`src/design/esc_pkg.sv`:
```
// ----------------------------------------------------------------------------
// Elevator sweep controller package
// Shared types and constants for the elevator sweep controller.
// ----------------------------------------------------------------------------
package esc_pkg;

  localparam int unsigned FloorsDefault = 8;
  localparam int unsigned FloorFieldW   = 4;
  localparam int unsigned ActionW       = 3;

  typedef enum logic [ActionW-1:0] {
    ACT_NONE   = 3'd0,
    ACT_ARRIVE = 3'd1,
    ACT_UP     = 3'd2,
    ACT_DOWN   = 3'd3,
    ACT_IDLE   = 3'd4
  } action_e;

  typedef enum logic [1:0] {
    MOT_NONE     = 2'd0,
    MOT_MOVING   = 2'd1,
    MOT_ARRIVING = 2'd2
  } motion_e;

  typedef struct packed {
    logic    busy;
    motion_e motion;
    logic    heading;
  } ctrl_t;

endpackage

```
`src/design/esc_step.sv`:
```
// ----------------------------------------------------------------------------
// Elevator sweep controller step logic
// Files a floor request into the stop bitmaps and evaluates one scheduling
// step, giving the next controller state and the action of this item.
// ----------------------------------------------------------------------------
module esc_step import esc_pkg::*; #(
  parameter int unsigned FLOORS = FloorsDefault,
  localparam int unsigned FW    = $clog2(FLOORS + 1)
) (
  input  logic                   cmd_i,
  input  logic [FloorFieldW-1:0] floor_i,
  input  ctrl_t                  ctrl_i,
  input  logic [FW-1:0]          now_i,
  input  logic [FLOORS-1:0]      this_i,
  input  logic [FLOORS-1:0]      next_i,
  output ctrl_t                  ctrl_o,
  output logic [FW-1:0]          now_o,
  output logic [FLOORS-1:0]      this_o,
  output logic [FLOORS-1:0]      next_o,
  output action_e                action_o
);

  localparam int unsigned CW = (FW > FloorFieldW) ? FW : FloorFieldW;
  localparam logic [CW-1:0] TopFloor = CW'(FLOORS);

  logic [CW-1:0]     req_floor;
  logic [CW-1:0]     cab_floor;
  logic              in_range;
  logic              do_file;
  logic              run;
  logic              hd_file;
  logic [FLOORS-1:0] req_bit;
  logic [FLOORS-1:0] this_file;
  logic [FLOORS-1:0] next_file;
  logic [FW-1:0]     now_move;
  logic [FLOORS-1:0] here_bit;
  logic [FLOORS-1:0] this_clr;
  logic              arrive;
  logic              swap;
  logic              go_idle;

  assign req_floor = CW'(floor_i);
  assign cab_floor = CW'(now_i);
  assign in_range  = (req_floor != '0) && (req_floor <= TopFloor);
  assign do_file   = !cmd_i && in_range;
  assign run       = cmd_i || (do_file && !ctrl_i.busy);
  assign req_bit   = FLOORS'(1) << (req_floor - CW'(1));

  always_comb begin
    hd_file   = ctrl_i.heading;
    this_file = this_i;
    next_file = next_i;
    if (do_file) begin
      if (ctrl_i.motion == MOT_NONE) begin
        hd_file = (req_floor > cab_floor);
      end
      if ((hd_file && (req_floor > cab_floor)) || (!hd_file && (req_floor < cab_floor))) begin
        this_file = this_i | req_bit;
      end else if (req_floor != cab_floor) begin
        next_file = next_i | req_bit;
      end else if (ctrl_i.motion != MOT_MOVING) begin
        this_file = this_i | req_bit;
      end
    end
  end

  always_comb begin
    now_move = now_i;
    if (ctrl_i.motion == MOT_MOVING) begin
      if (hd_file) begin
        if (CW'(now_i) < TopFloor) begin
          now_move = now_i + FW'(1);
        end
      end else if (now_i > FW'(1)) begin
        now_move = now_i - FW'(1);
      end
    end
  end

  assign here_bit = FLOORS'(1) << (now_move - FW'(1));
  assign arrive   = (|(this_file & here_bit)) &&
                    ((ctrl_i.motion == MOT_MOVING) || (ctrl_i.motion == MOT_NONE));
  assign this_clr = this_file & ~here_bit;
  assign swap     = !arrive && (ctrl_i.motion == MOT_ARRIVING) &&
                    (this_clr == '0) && (next_file != '0);
  assign go_idle  = !arrive && (ctrl_i.motion == MOT_ARRIVING) &&
                    (this_clr == '0) && (next_file == '0);

  // Next state.
  always_comb begin
    ctrl_o.busy    = ctrl_i.busy;
    ctrl_o.motion  = ctrl_i.motion;
    ctrl_o.heading = hd_file;
    now_o          = now_i;
    this_o         = this_file;
    next_o         = next_file;
    if (run) begin
      ctrl_o.busy = 1'b1;
      now_o       = now_move;
      if (arrive) begin
        ctrl_o.motion = MOT_ARRIVING;
      end else if (go_idle) begin
        ctrl_o.busy   = 1'b0;
        ctrl_o.motion = MOT_NONE;
        this_o        = this_clr;
      end else if (swap) begin
        ctrl_o.motion  = MOT_MOVING;
        ctrl_o.heading = !hd_file;
        this_o         = next_file;
        next_o         = '0;
      end else begin
        ctrl_o.motion = MOT_MOVING;
        if (ctrl_i.motion == MOT_ARRIVING) begin
          this_o = this_clr;
        end
      end
    end
  end

  // Action of this item.
  always_comb begin
    action_o = ACT_NONE;
    if (run) begin
      priority if (arrive) begin
        action_o = ACT_ARRIVE;
      end else if (go_idle) begin
        action_o = ACT_IDLE;
      end else if (swap) begin
        action_o = hd_file ? ACT_DOWN : ACT_UP;
      end else begin
        action_o = hd_file ? ACT_UP : ACT_DOWN;
      end
    end
  end

endmodule

```
`src/design/elevator_sweep_controller_top.sv`:
```
// ----------------------------------------------------------------------------
// Elevator sweep controller
// LOOK scheduler that takes floor requests and step events and reports the
// cabin action, floor and direction for every item.
// ----------------------------------------------------------------------------
// Channel   Handshake                 Payload
// input     in_valid_i / in_stall_o   command_i, floor_i
// result    out_valid_o / out_stall_i action_o, cabin_floor_o, heading_up_o
//
// One item is taken per clock; its result appears in the result register on
// the next cycle. The state update is a single pass of logic after the input.
// The input stalls only while a result waits and the result side stalls.
// Reset puts the cabin at floor one, heading up, free, with no stops filed.
module elevator_sweep_controller_top import esc_pkg::*; #(
  parameter int unsigned FLOORS = FloorsDefault
) (
  input  logic                   clk_i,
  input  logic                   rst_ni,
  input  logic                   in_valid_i,
  output logic                   in_stall_o,
  input  logic                   command_i,
  input  logic [FloorFieldW-1:0] floor_i,
  output logic                   out_valid_o,
  input  logic                   out_stall_i,
  output logic [ActionW-1:0]     action_o,
  output logic [FloorFieldW-1:0] cabin_floor_o,
  output logic                   heading_up_o
);

  localparam int unsigned FW = $clog2(FLOORS + 1);

  ctrl_t             ctrl_q, ctrl_d;
  logic [FW-1:0]     now_q, now_d;
  logic [FLOORS-1:0] this_q, this_d;
  logic [FLOORS-1:0] next_q, next_d;
  action_e           action_d;
  logic              out_valid_q;
  action_e           action_q;
  logic [FW-1:0]     cabin_q;
  logic              heading_q;
  logic              accept;

  assign in_stall_o = out_valid_q && out_stall_i;
  assign accept     = in_valid_i && !in_stall_o;

  esc_step #(
    .FLOORS(FLOORS)
  ) u_step (
    .cmd_i   (command_i),
    .floor_i (floor_i),
    .ctrl_i  (ctrl_q),
    .now_i   (now_q),
    .this_i  (this_q),
    .next_i  (next_q),
    .ctrl_o  (ctrl_d),
    .now_o   (now_d),
    .this_o  (this_d),
    .next_o  (next_d),
    .action_o(action_d)
  );

  always_ff @(posedge clk_i or negedge rst_ni) begin
    if (!rst_ni) begin
      ctrl_q      <= '{busy: 1'b0, motion: MOT_NONE, heading: 1'b1};
      now_q       <= FW'(1);
      this_q      <= '0;
      next_q      <= '0;
      out_valid_q <= 1'b0;
    end else begin
      if (accept) begin
        ctrl_q      <= ctrl_d;
        now_q       <= now_d;
        this_q      <= this_d;
        next_q      <= next_d;
        out_valid_q <= 1'b1;
      end else if (!out_stall_i) begin
        out_valid_q <= 1'b0;
      end
    end
  end

  always_ff @(posedge clk_i) begin
    if (accept) begin
      action_q  <= action_d;
      cabin_q   <= now_d;
      heading_q <= ctrl_d.heading;
    end
  end

  assign out_valid_o   = out_valid_q;
  assign action_o      = action_q;
  assign cabin_floor_o = FloorFieldW'(cabin_q);
  assign heading_up_o  = heading_q;

endmodule

```
`config.mk`:
```
export PLATFORM = sky130hd
export DESIGN_NAME = elevator_sweep_controller_top
export DESIGN_NICKNAME = d
export VERILOG_FILES = /design/src/design/esc_pkg.sv /design/src/design/esc_step.sv /design/src/design/elevator_sweep_controller_top.sv
export SDC_FILE = /design/constraint.sdc
export NUM_CORES = 1
export LEC_CHECK = 0
export CELL_PAD_IN_SITES_DETAIL_PLACEMENT = 0
export CELL_PAD_IN_SITES_GLOBAL_PLACEMENT = 1
export CORE_MARGIN = 1
export CORE_UTILIZATION = 51
export DETAILED_ROUTE_END_ITERATION = 7
export DONT_BUFFER_PORTS = 1
export HOLD_SLACK_MARGIN = 0.03
export PLACE_DENSITY = 0.8
export SLEW_MARGIN = 20
export SYNTH_ARGS = -nofsm -noshare
export SYNTH_HDL_FRONTEND = slang
export SYNTH_SLANG_ARGS = --single-unit
```
`constraint.sdc`:
```
create_clock -name clk_i -period 5.39 [get_ports clk_i]
set_input_delay 0.539 -clock clk_i [delete_from_list [all_inputs] [get_ports clk_i]]
set_output_delay 0.539 -clock clk_i [all_outputs]
set_load 0.05 [all_outputs]
```
### Word level (Yosys, flattened, before mapping)

Cells that the tools add are included.

| word-level totals | value |
|---|---|
| register bits after elaboration | 33 |
| latch bits | 0 |
| output and inout bits | 10 |
| memories | 0 |
| bits in writable memories | 0 |
| logic and storage cells | 103 |
| memory bits (read-only) | 0 |
| input bits | 9 |

| operators by class | value |
|---|---|
| order comparisons | 5 |
| multiply operators | 0 |
| eq/ne operators | 5 |
| add/sub/neg operators | 4 |
| reduce and logical (&&, ||, !) cells | 30 |
| bitwise operators | 6 |
| divide/modulo/power cells | 0 |
| muxes and demuxes | 39 |
| shift-type cells | 2 |

Operators with widths:

| kind | count |
|---|---|
| 8-bit 2-to-1 mux | 16 |
| 4-bit 2-to-1 mux | 5 |
| 8-bit bitwise AND | 2 |
| 8-bit zero test | 2 |
| 8-bit bitwise OR | 2 |
| 1-bit by 4-bit left shift with 8-bit output, first input constant | 2 |
| 1-bit 2-to-1 mux | 15 |
| 1-bit logical AND | 12 |
| 4-bit by 1-bit subtractor with 4-bit output, second input constant | 3 |
| 8-bit NOT | 1 |
| 8-bit nonzero test | 1 |
| 8-bit OR reduction | 1 |
| 1-bit zero test | 6 |
| 3-bit 2-to-1 mux | 2 |
| 4-bit by 1-bit adder with 4-bit output, second input constant | 1 |
| 4-bit by 1-bit greater-than comparator with 1-bit output, second input constant | 1 |
| 4-bit greater-than comparator | 1 |
| 4-bit less-or-equal comparator, second input constant | 1 |
| 4-bit < comparator | 1 |
| 4-bit < comparator, second input constant | 1 |
| 2-bit by 1-bit != test with 1-bit output, second input constant | 2 |
| 4-bit != test | 1 |
| 4-bit nonzero test | 1 |
| 1-bit logical OR | 3 |
| 8 further kinds | 8 |

### Depth between registers and ports, before layout

| logic depth | value |
|---|---|
| word-level depth | 20 |
| mapped depth | 14 |
| mapped depth without buffers | 12 |

### By module

A second synthesis with hierarchy kept.

| second synthesis, totals | value |
|---|---|
| cells, all modules | 285 |
| area total of the unflattened synthesis | 2581.2 µm² |

Modules (own cells, without submodules):

| module | instances | area an instance (µm²) | cells an instance | seq. area each (µm²) |
|---|---|---|---|---|
| esc_step | 1 | 1388.8 | 223 | 0.0 |
| elevator_sweep_controller_top | 1 | 1192.4 | 62 | 868.3 |

### Worst setup path after synthesis

OpenSTA, ideal clock, no wires.

| timing | value |
|---|---|
| path type | reg-to-reg |
| start point | register now_q[3] |
| end point | register action_q[1], in the netlist action_o[1], data pin |
| data required time | 5135 ps |
| library setup time | 255 ps |
| buffers on the path | 2 |
| stages on the path, launching flop included | 15 |
| clock period less this slack | 3359 ps |
| setup slack | 2031 ps |
| arrival time | 3104 ps |
| cells stage by stage | dfrtp_1 -> clkbuf_1 -> inv_1 -> ha_1 -> and4_1 -> a21o_1 -> a31oi_1 -> a21boi_1 -> a21oi_1 -> mux2_2 -> a22oi_1 -> nor4b_4 -> buf_4 -> nand2_1 -> and3_1 |

| between the ends | value |
|---|---|
| cells in the longest elaborated chain, start to end | 16 |
| elaborated cells on any way between the ends | 38 |
| classes of those cells | add/sub (3); order compare (4); eq/ne (1); shift (1); mux (13); bitwise (3); reduce/logical (13) |

RTL lines:

| item | line | RTL |
|---|---|---|
| start, declared | elevator_sweep_controller_top.sv:33 | `logic [FW-1:0] now_q, now_d;` |
| start signal, assigned | elevator_sweep_controller_top.sv:72 | `now_q <= now_d;` |
| 4-bit greater-than comparator | esc_step.sv:55, esc_step.sv:57 |  |
| 1-bit 2-to-1 mux | esc_step.sv:54 | `if (ctrl_i.motion == MOT_NONE) begin` |
| 1-bit 2-to-1 mux | esc_step.sv:53 | `if (do_file) begin` |
| 1-bit 2-to-1 mux / 1-bit zero test (equally long branches) | esc_step.sv:53, esc_step.sv:57 |  |
| 4-bit 2-to-1 mux / 1-bit logical AND (equally long branches) | esc_step.sv:70, esc_step.sv:57 |  |
| 4-bit 2-to-1 mux / 1-bit logical OR (equally long branches) | esc_step.sv:69, esc_step.sv:57 |  |
| 4-bit by 1-bit subtractor with 4-bit output / 8-bit 2-to-1 mux (equally long branches) | esc_step.sv:80, esc_step.sv:57 |  |
| 1-bit by 4-bit left shift with 8-bit output / 8-bit 2-to-1 mux (equally long branches) | esc_step.sv:80, esc_step.sv:53 |  |
| 8-bit bitwise AND | esc_step.sv:81 | `assign arrive = (\|(this_file & here_bit)) &&` |
| 8-bit OR reduction | esc_step.sv:81 |  |
| 1-bit logical AND | esc_step.sv:81 |  |
| 1-bit zero test | esc_step.sv:86 | `assign go_idle = !arrive && (ctrl_i.motion == MOT_ARRIVING) &&` |
| 1-bit logical AND (2 in a row) | esc_step.sv:86 |  |
| 1-bit logical AND | esc_step.sv:87 | `(this_clr == '0) && (next_file == '0);` |
| 3-bit OR reduction (no line) (*) | - |  |
| end signal, assigned | elevator_sweep_controller_top.sv:84 | `action_q <= action_d;` |
| end, declared | elevator_sweep_controller_top.sv:38 | `action_e action_q;` |

Mark *: on every way between the ends. The rest lies on a longest branch, timed or not. The select of a mux whose other input is x is not followed.
A chain may end at the register's enable or synchronous reset.

### Final worst setup path

Ends and elaborated chain as after synthesis.

==> metrics.csv <==
metric;value;unit
outcome;finished with violations;
failing checks;DRC;
vias in the first global route;2190;
GRT Total Usage;29.12;%
Slew @ Worst Pin;1.094;ns
Synth Area in Compound Gates;30.94;%
Filler cells;412;
# port buffers;0;
antenna violations before repair;0;
crit start category;flip-flop;
final core occ;57.27;%
largest cells by area after synthesis;dfrtp_1, edfxtp_1, a21oi_1;
Slowest-stage cell, CP;nor4b_4;
FF/Latch Area;868.3;sq um
register area share after synthesis;35.61;%
Area Growth Syn to Fin;5.080;%
Slew Limit Fails;0;
Setup CP Type;flip-flop to flip-flop;
CTS Buf Count;5;
largest family of logic cells by synthesized area;compound AO/OA/AOI/OAI gates;
Synth cell types;58;
ANT cells;0;
Die Y;71.15;microns
CTS tree;done;
R2R Path Start;now_q[3]$_DFFE_PN0P_;
row cnt;24;
fin crit share;75.70;%
CP Cell Sequence;inv_1 > ha_1 > and4_1 > a21o_1 > a31oi_1 > a21boi_1 > a21oi_1 > mux2_2 > a22oi_1 > nor4b_4 > nand2_1 > and3_1;
Max Freq;0.2451;GHz
simple-gate area share of the yosys netlist;21.65;%
Hold Violations, Final;0;
count leader, synth;a21oi_1;
Mapped Cells;283;
Multi-input gate area;1451;sq um
Max Cap Viol;0;
clock slew at reported path FFs;0.07;ns
Die X-Extent;71.15;microns
Post-synth EDFFs;8;
Detailed Route Iter0 Violations;207;
Synth top area share;23.60;%
wire length per cell;20.86;microns
FFs w/ async S/R, synth;75.76;%
Top FF cell, synth;dfrtp_1;
CTS root buf;clkbuf_8;
syn nets;299;
power density cells;572.2;nW/um^2
Setup violations, final;0;
synthesized cell area;2439;sq um
worst path arrival time;4.13;ns
total gr overflow;0;
total core area;4474;sq um
RSZ-0062 raised after global routing;no;
DRC violations left;4;
Tmin final;4.080;ns
CTS HTree Levels;2;
Via density;6.922;
clock sink total;33;
Starting Density;54.50;%
Die ar.;5062;sq um
largest net degree at the start of global routing;24;
setup repair bufs after CTS;0;
Yosys reg bits;33;
Peak VDD IR;0.2283;mV
post-synthesis xor/xnor area fraction;0.7183;%
post-route antenna net violation count;0;
First-pass DRT Iterations;7;
R2R Setup Slk;1.31;ns
worst hold path type;input port to asynchronous set/reset pin;
worst skew pair latency;0.28;ns
Mean Syn Cell Area;8.617;sq um
DRT Wirelength;6946;microns
layout cells sized above 1;12.10;%
via count;2305;
Max FO, Critical Path;15;
routability congestion estimate;0.9796;
worst stage delay on the critical path;0.77;ns
Worst Setup SP;now_q[3]$_DFFE_PN0P_;
P_leak;1.082;nW
pre-CTS WS;1.385;ns
boundary pin count;19;
Final WS setup;1.310;ns
post-route setup TNS;0;ns
clock skew;0.006233;ns
Fin Hold WS;0.05399;ns
Final nets;296;
WP data required;5.44;ns
yosys warns;0;
mux share of post-synthesis cell area;2.617;%
critical path endpoint category;flip-flop;
clock buffer depth;2;
adder-cell share of the synthesized area;3.592;%
worst rel slew slack;26.93;%
list of most frequent post-synthesis cells;a21oi_1, a31oi_1, dfrtp_1, nand2_1, nor2_1;
leading area contributor after synthesis;dfrtp_1;
half-perimeter wire length after placement;5066;microns
global-route wire length before repair;11230;microns
-- report_power, final --
part / switching (mW) / internal, mW
clock: 0.0931 / 0.0890
combinational: 0.494 / 0.299
sequential: 0.151 / 0.341
-- worst paths after layout --
check | cells past startpoint | endpoint
max | 12 | action_o[1]$_SDFFCE_PP0P_
min | 1 | now_q[2]$_DFFE_PN0P_
max reg2reg | 12 | action_o[1]$_SDFFCE_PP0P_
min reg2reg | 1 | ctrl_q[3]$_DFFE_PN0P_
max in group asynchronous | 1 | next_q[7]$_DFFE_PN0P_
min in group clk_i | 1 | out_valid_o$_DFFE_PN0P_
-- layout by cell type, fill, tap and decap left out, types with 3 or more instances in the layout --
cell | netlist | layout
nor3_1 | 9 | 9
a21o_1 | 9 | 9
a31oi_1 | 24 | 24
inv_1 | 13 | 13
nor2b_1 | 3 | 3
nand2b_1 | 3 | 3
and4_1 | 4 | 4
buf_4 | 2 | 3
mux2i_1 | 3 | 3
and2_1 | 3 | 3
nor2_1 | 23 | 23
mux2_2 | 3 | 3
nand2_1 | 23 | 23
a211o_1 | 3 | 3
dfrtp_1 | 23 | 23
nand3_1 | 6 | 6
clkbuf_8 | 0 | 5
o22ai_2 | 4 | 4
ha_1 | 7 | 7
edfxtp_1 | 8 | 8
or3_1 | 3 | 3
a21oi_1 | 35 | 35
o21ai_0 | 10 | 10
nor3b_1 | 3 | 3
nor4_1 | 6 | 6
-- logic make-up (layout without fill, tap and decap cells) --
family,Yosys count,count (layout)
compound gates,111,111
simple gates,97,97
flops,33,33
buf+inv,27,25
fa+ha+maj,7,7
mux,6,6
xor+xnor,2,2
-- sequential cells by signal, indices dropped and copies added, names as in the netlist --
register and count:
action_o 3, cabin_floor_o 4, ctrl_q 4, heading_up_o 1
next_q 8, now_q 4, out_valid_o 1, this_q 8
-- worst max-delay path: cells and delay by family (launching register included) --
family / cells / cell delay (ns)
compound gates: 5 / 1.15
fa+ha+maj: 1 / 0.32
flops: 1 / 0.57
buf+inv: 1 / 0.15
simple gates: 4 / 1.41
mux: 1 / 0.22
-- per-layer routing --
metal | vias to the layer above | part of all wire (%) | GRT usage, %
met4 | 0 | 1.6 | 8.444
met2 | 118 | 45 | 46.35
met5 | - | 0 | 0
li1 | 1075 | - | -
met3 | 12 | 6.4 | 5.840
met1 | 1100 | 47 | 40.22
-- area by class of cell --
cell class                      instances  area share, %
Inverter                               13          1.904
Clock buffer                            5          2.686
Sequential cell                        33          33.89
Timing Repair Buffer                    4          1.660
Multi-Input combinational cell        223          56.64
Tap cell                               52          2.539
Clock inverter                          3         0.6836
-- per-stage QoR --
stage | cells | power [mW] | cell area [sq um]
2_1_floorplan | 283 | 1.075 | 2439
3_3_place_gp | 324 | 1.260 | 2456
3_5_place_dp | 324 | 1.257 | 2456
4_1_cts | 333 | 1.446 | 2562
5_1_grt | 333 | 1.574 | 2562
6_report | 333 | 1.466 | 2562
-- timing repair --
| item | in CTS | in global routing |
|---|---|---|
| hold buffers | 1 | 0 |
| setup endpoints to repair | 0 | 0 |
| gates resized for setup | 0 | 0 |
| endpoints found under the hold margin | 23 | 0 |
Note: power is estimated with default switching activity, not from simulation.
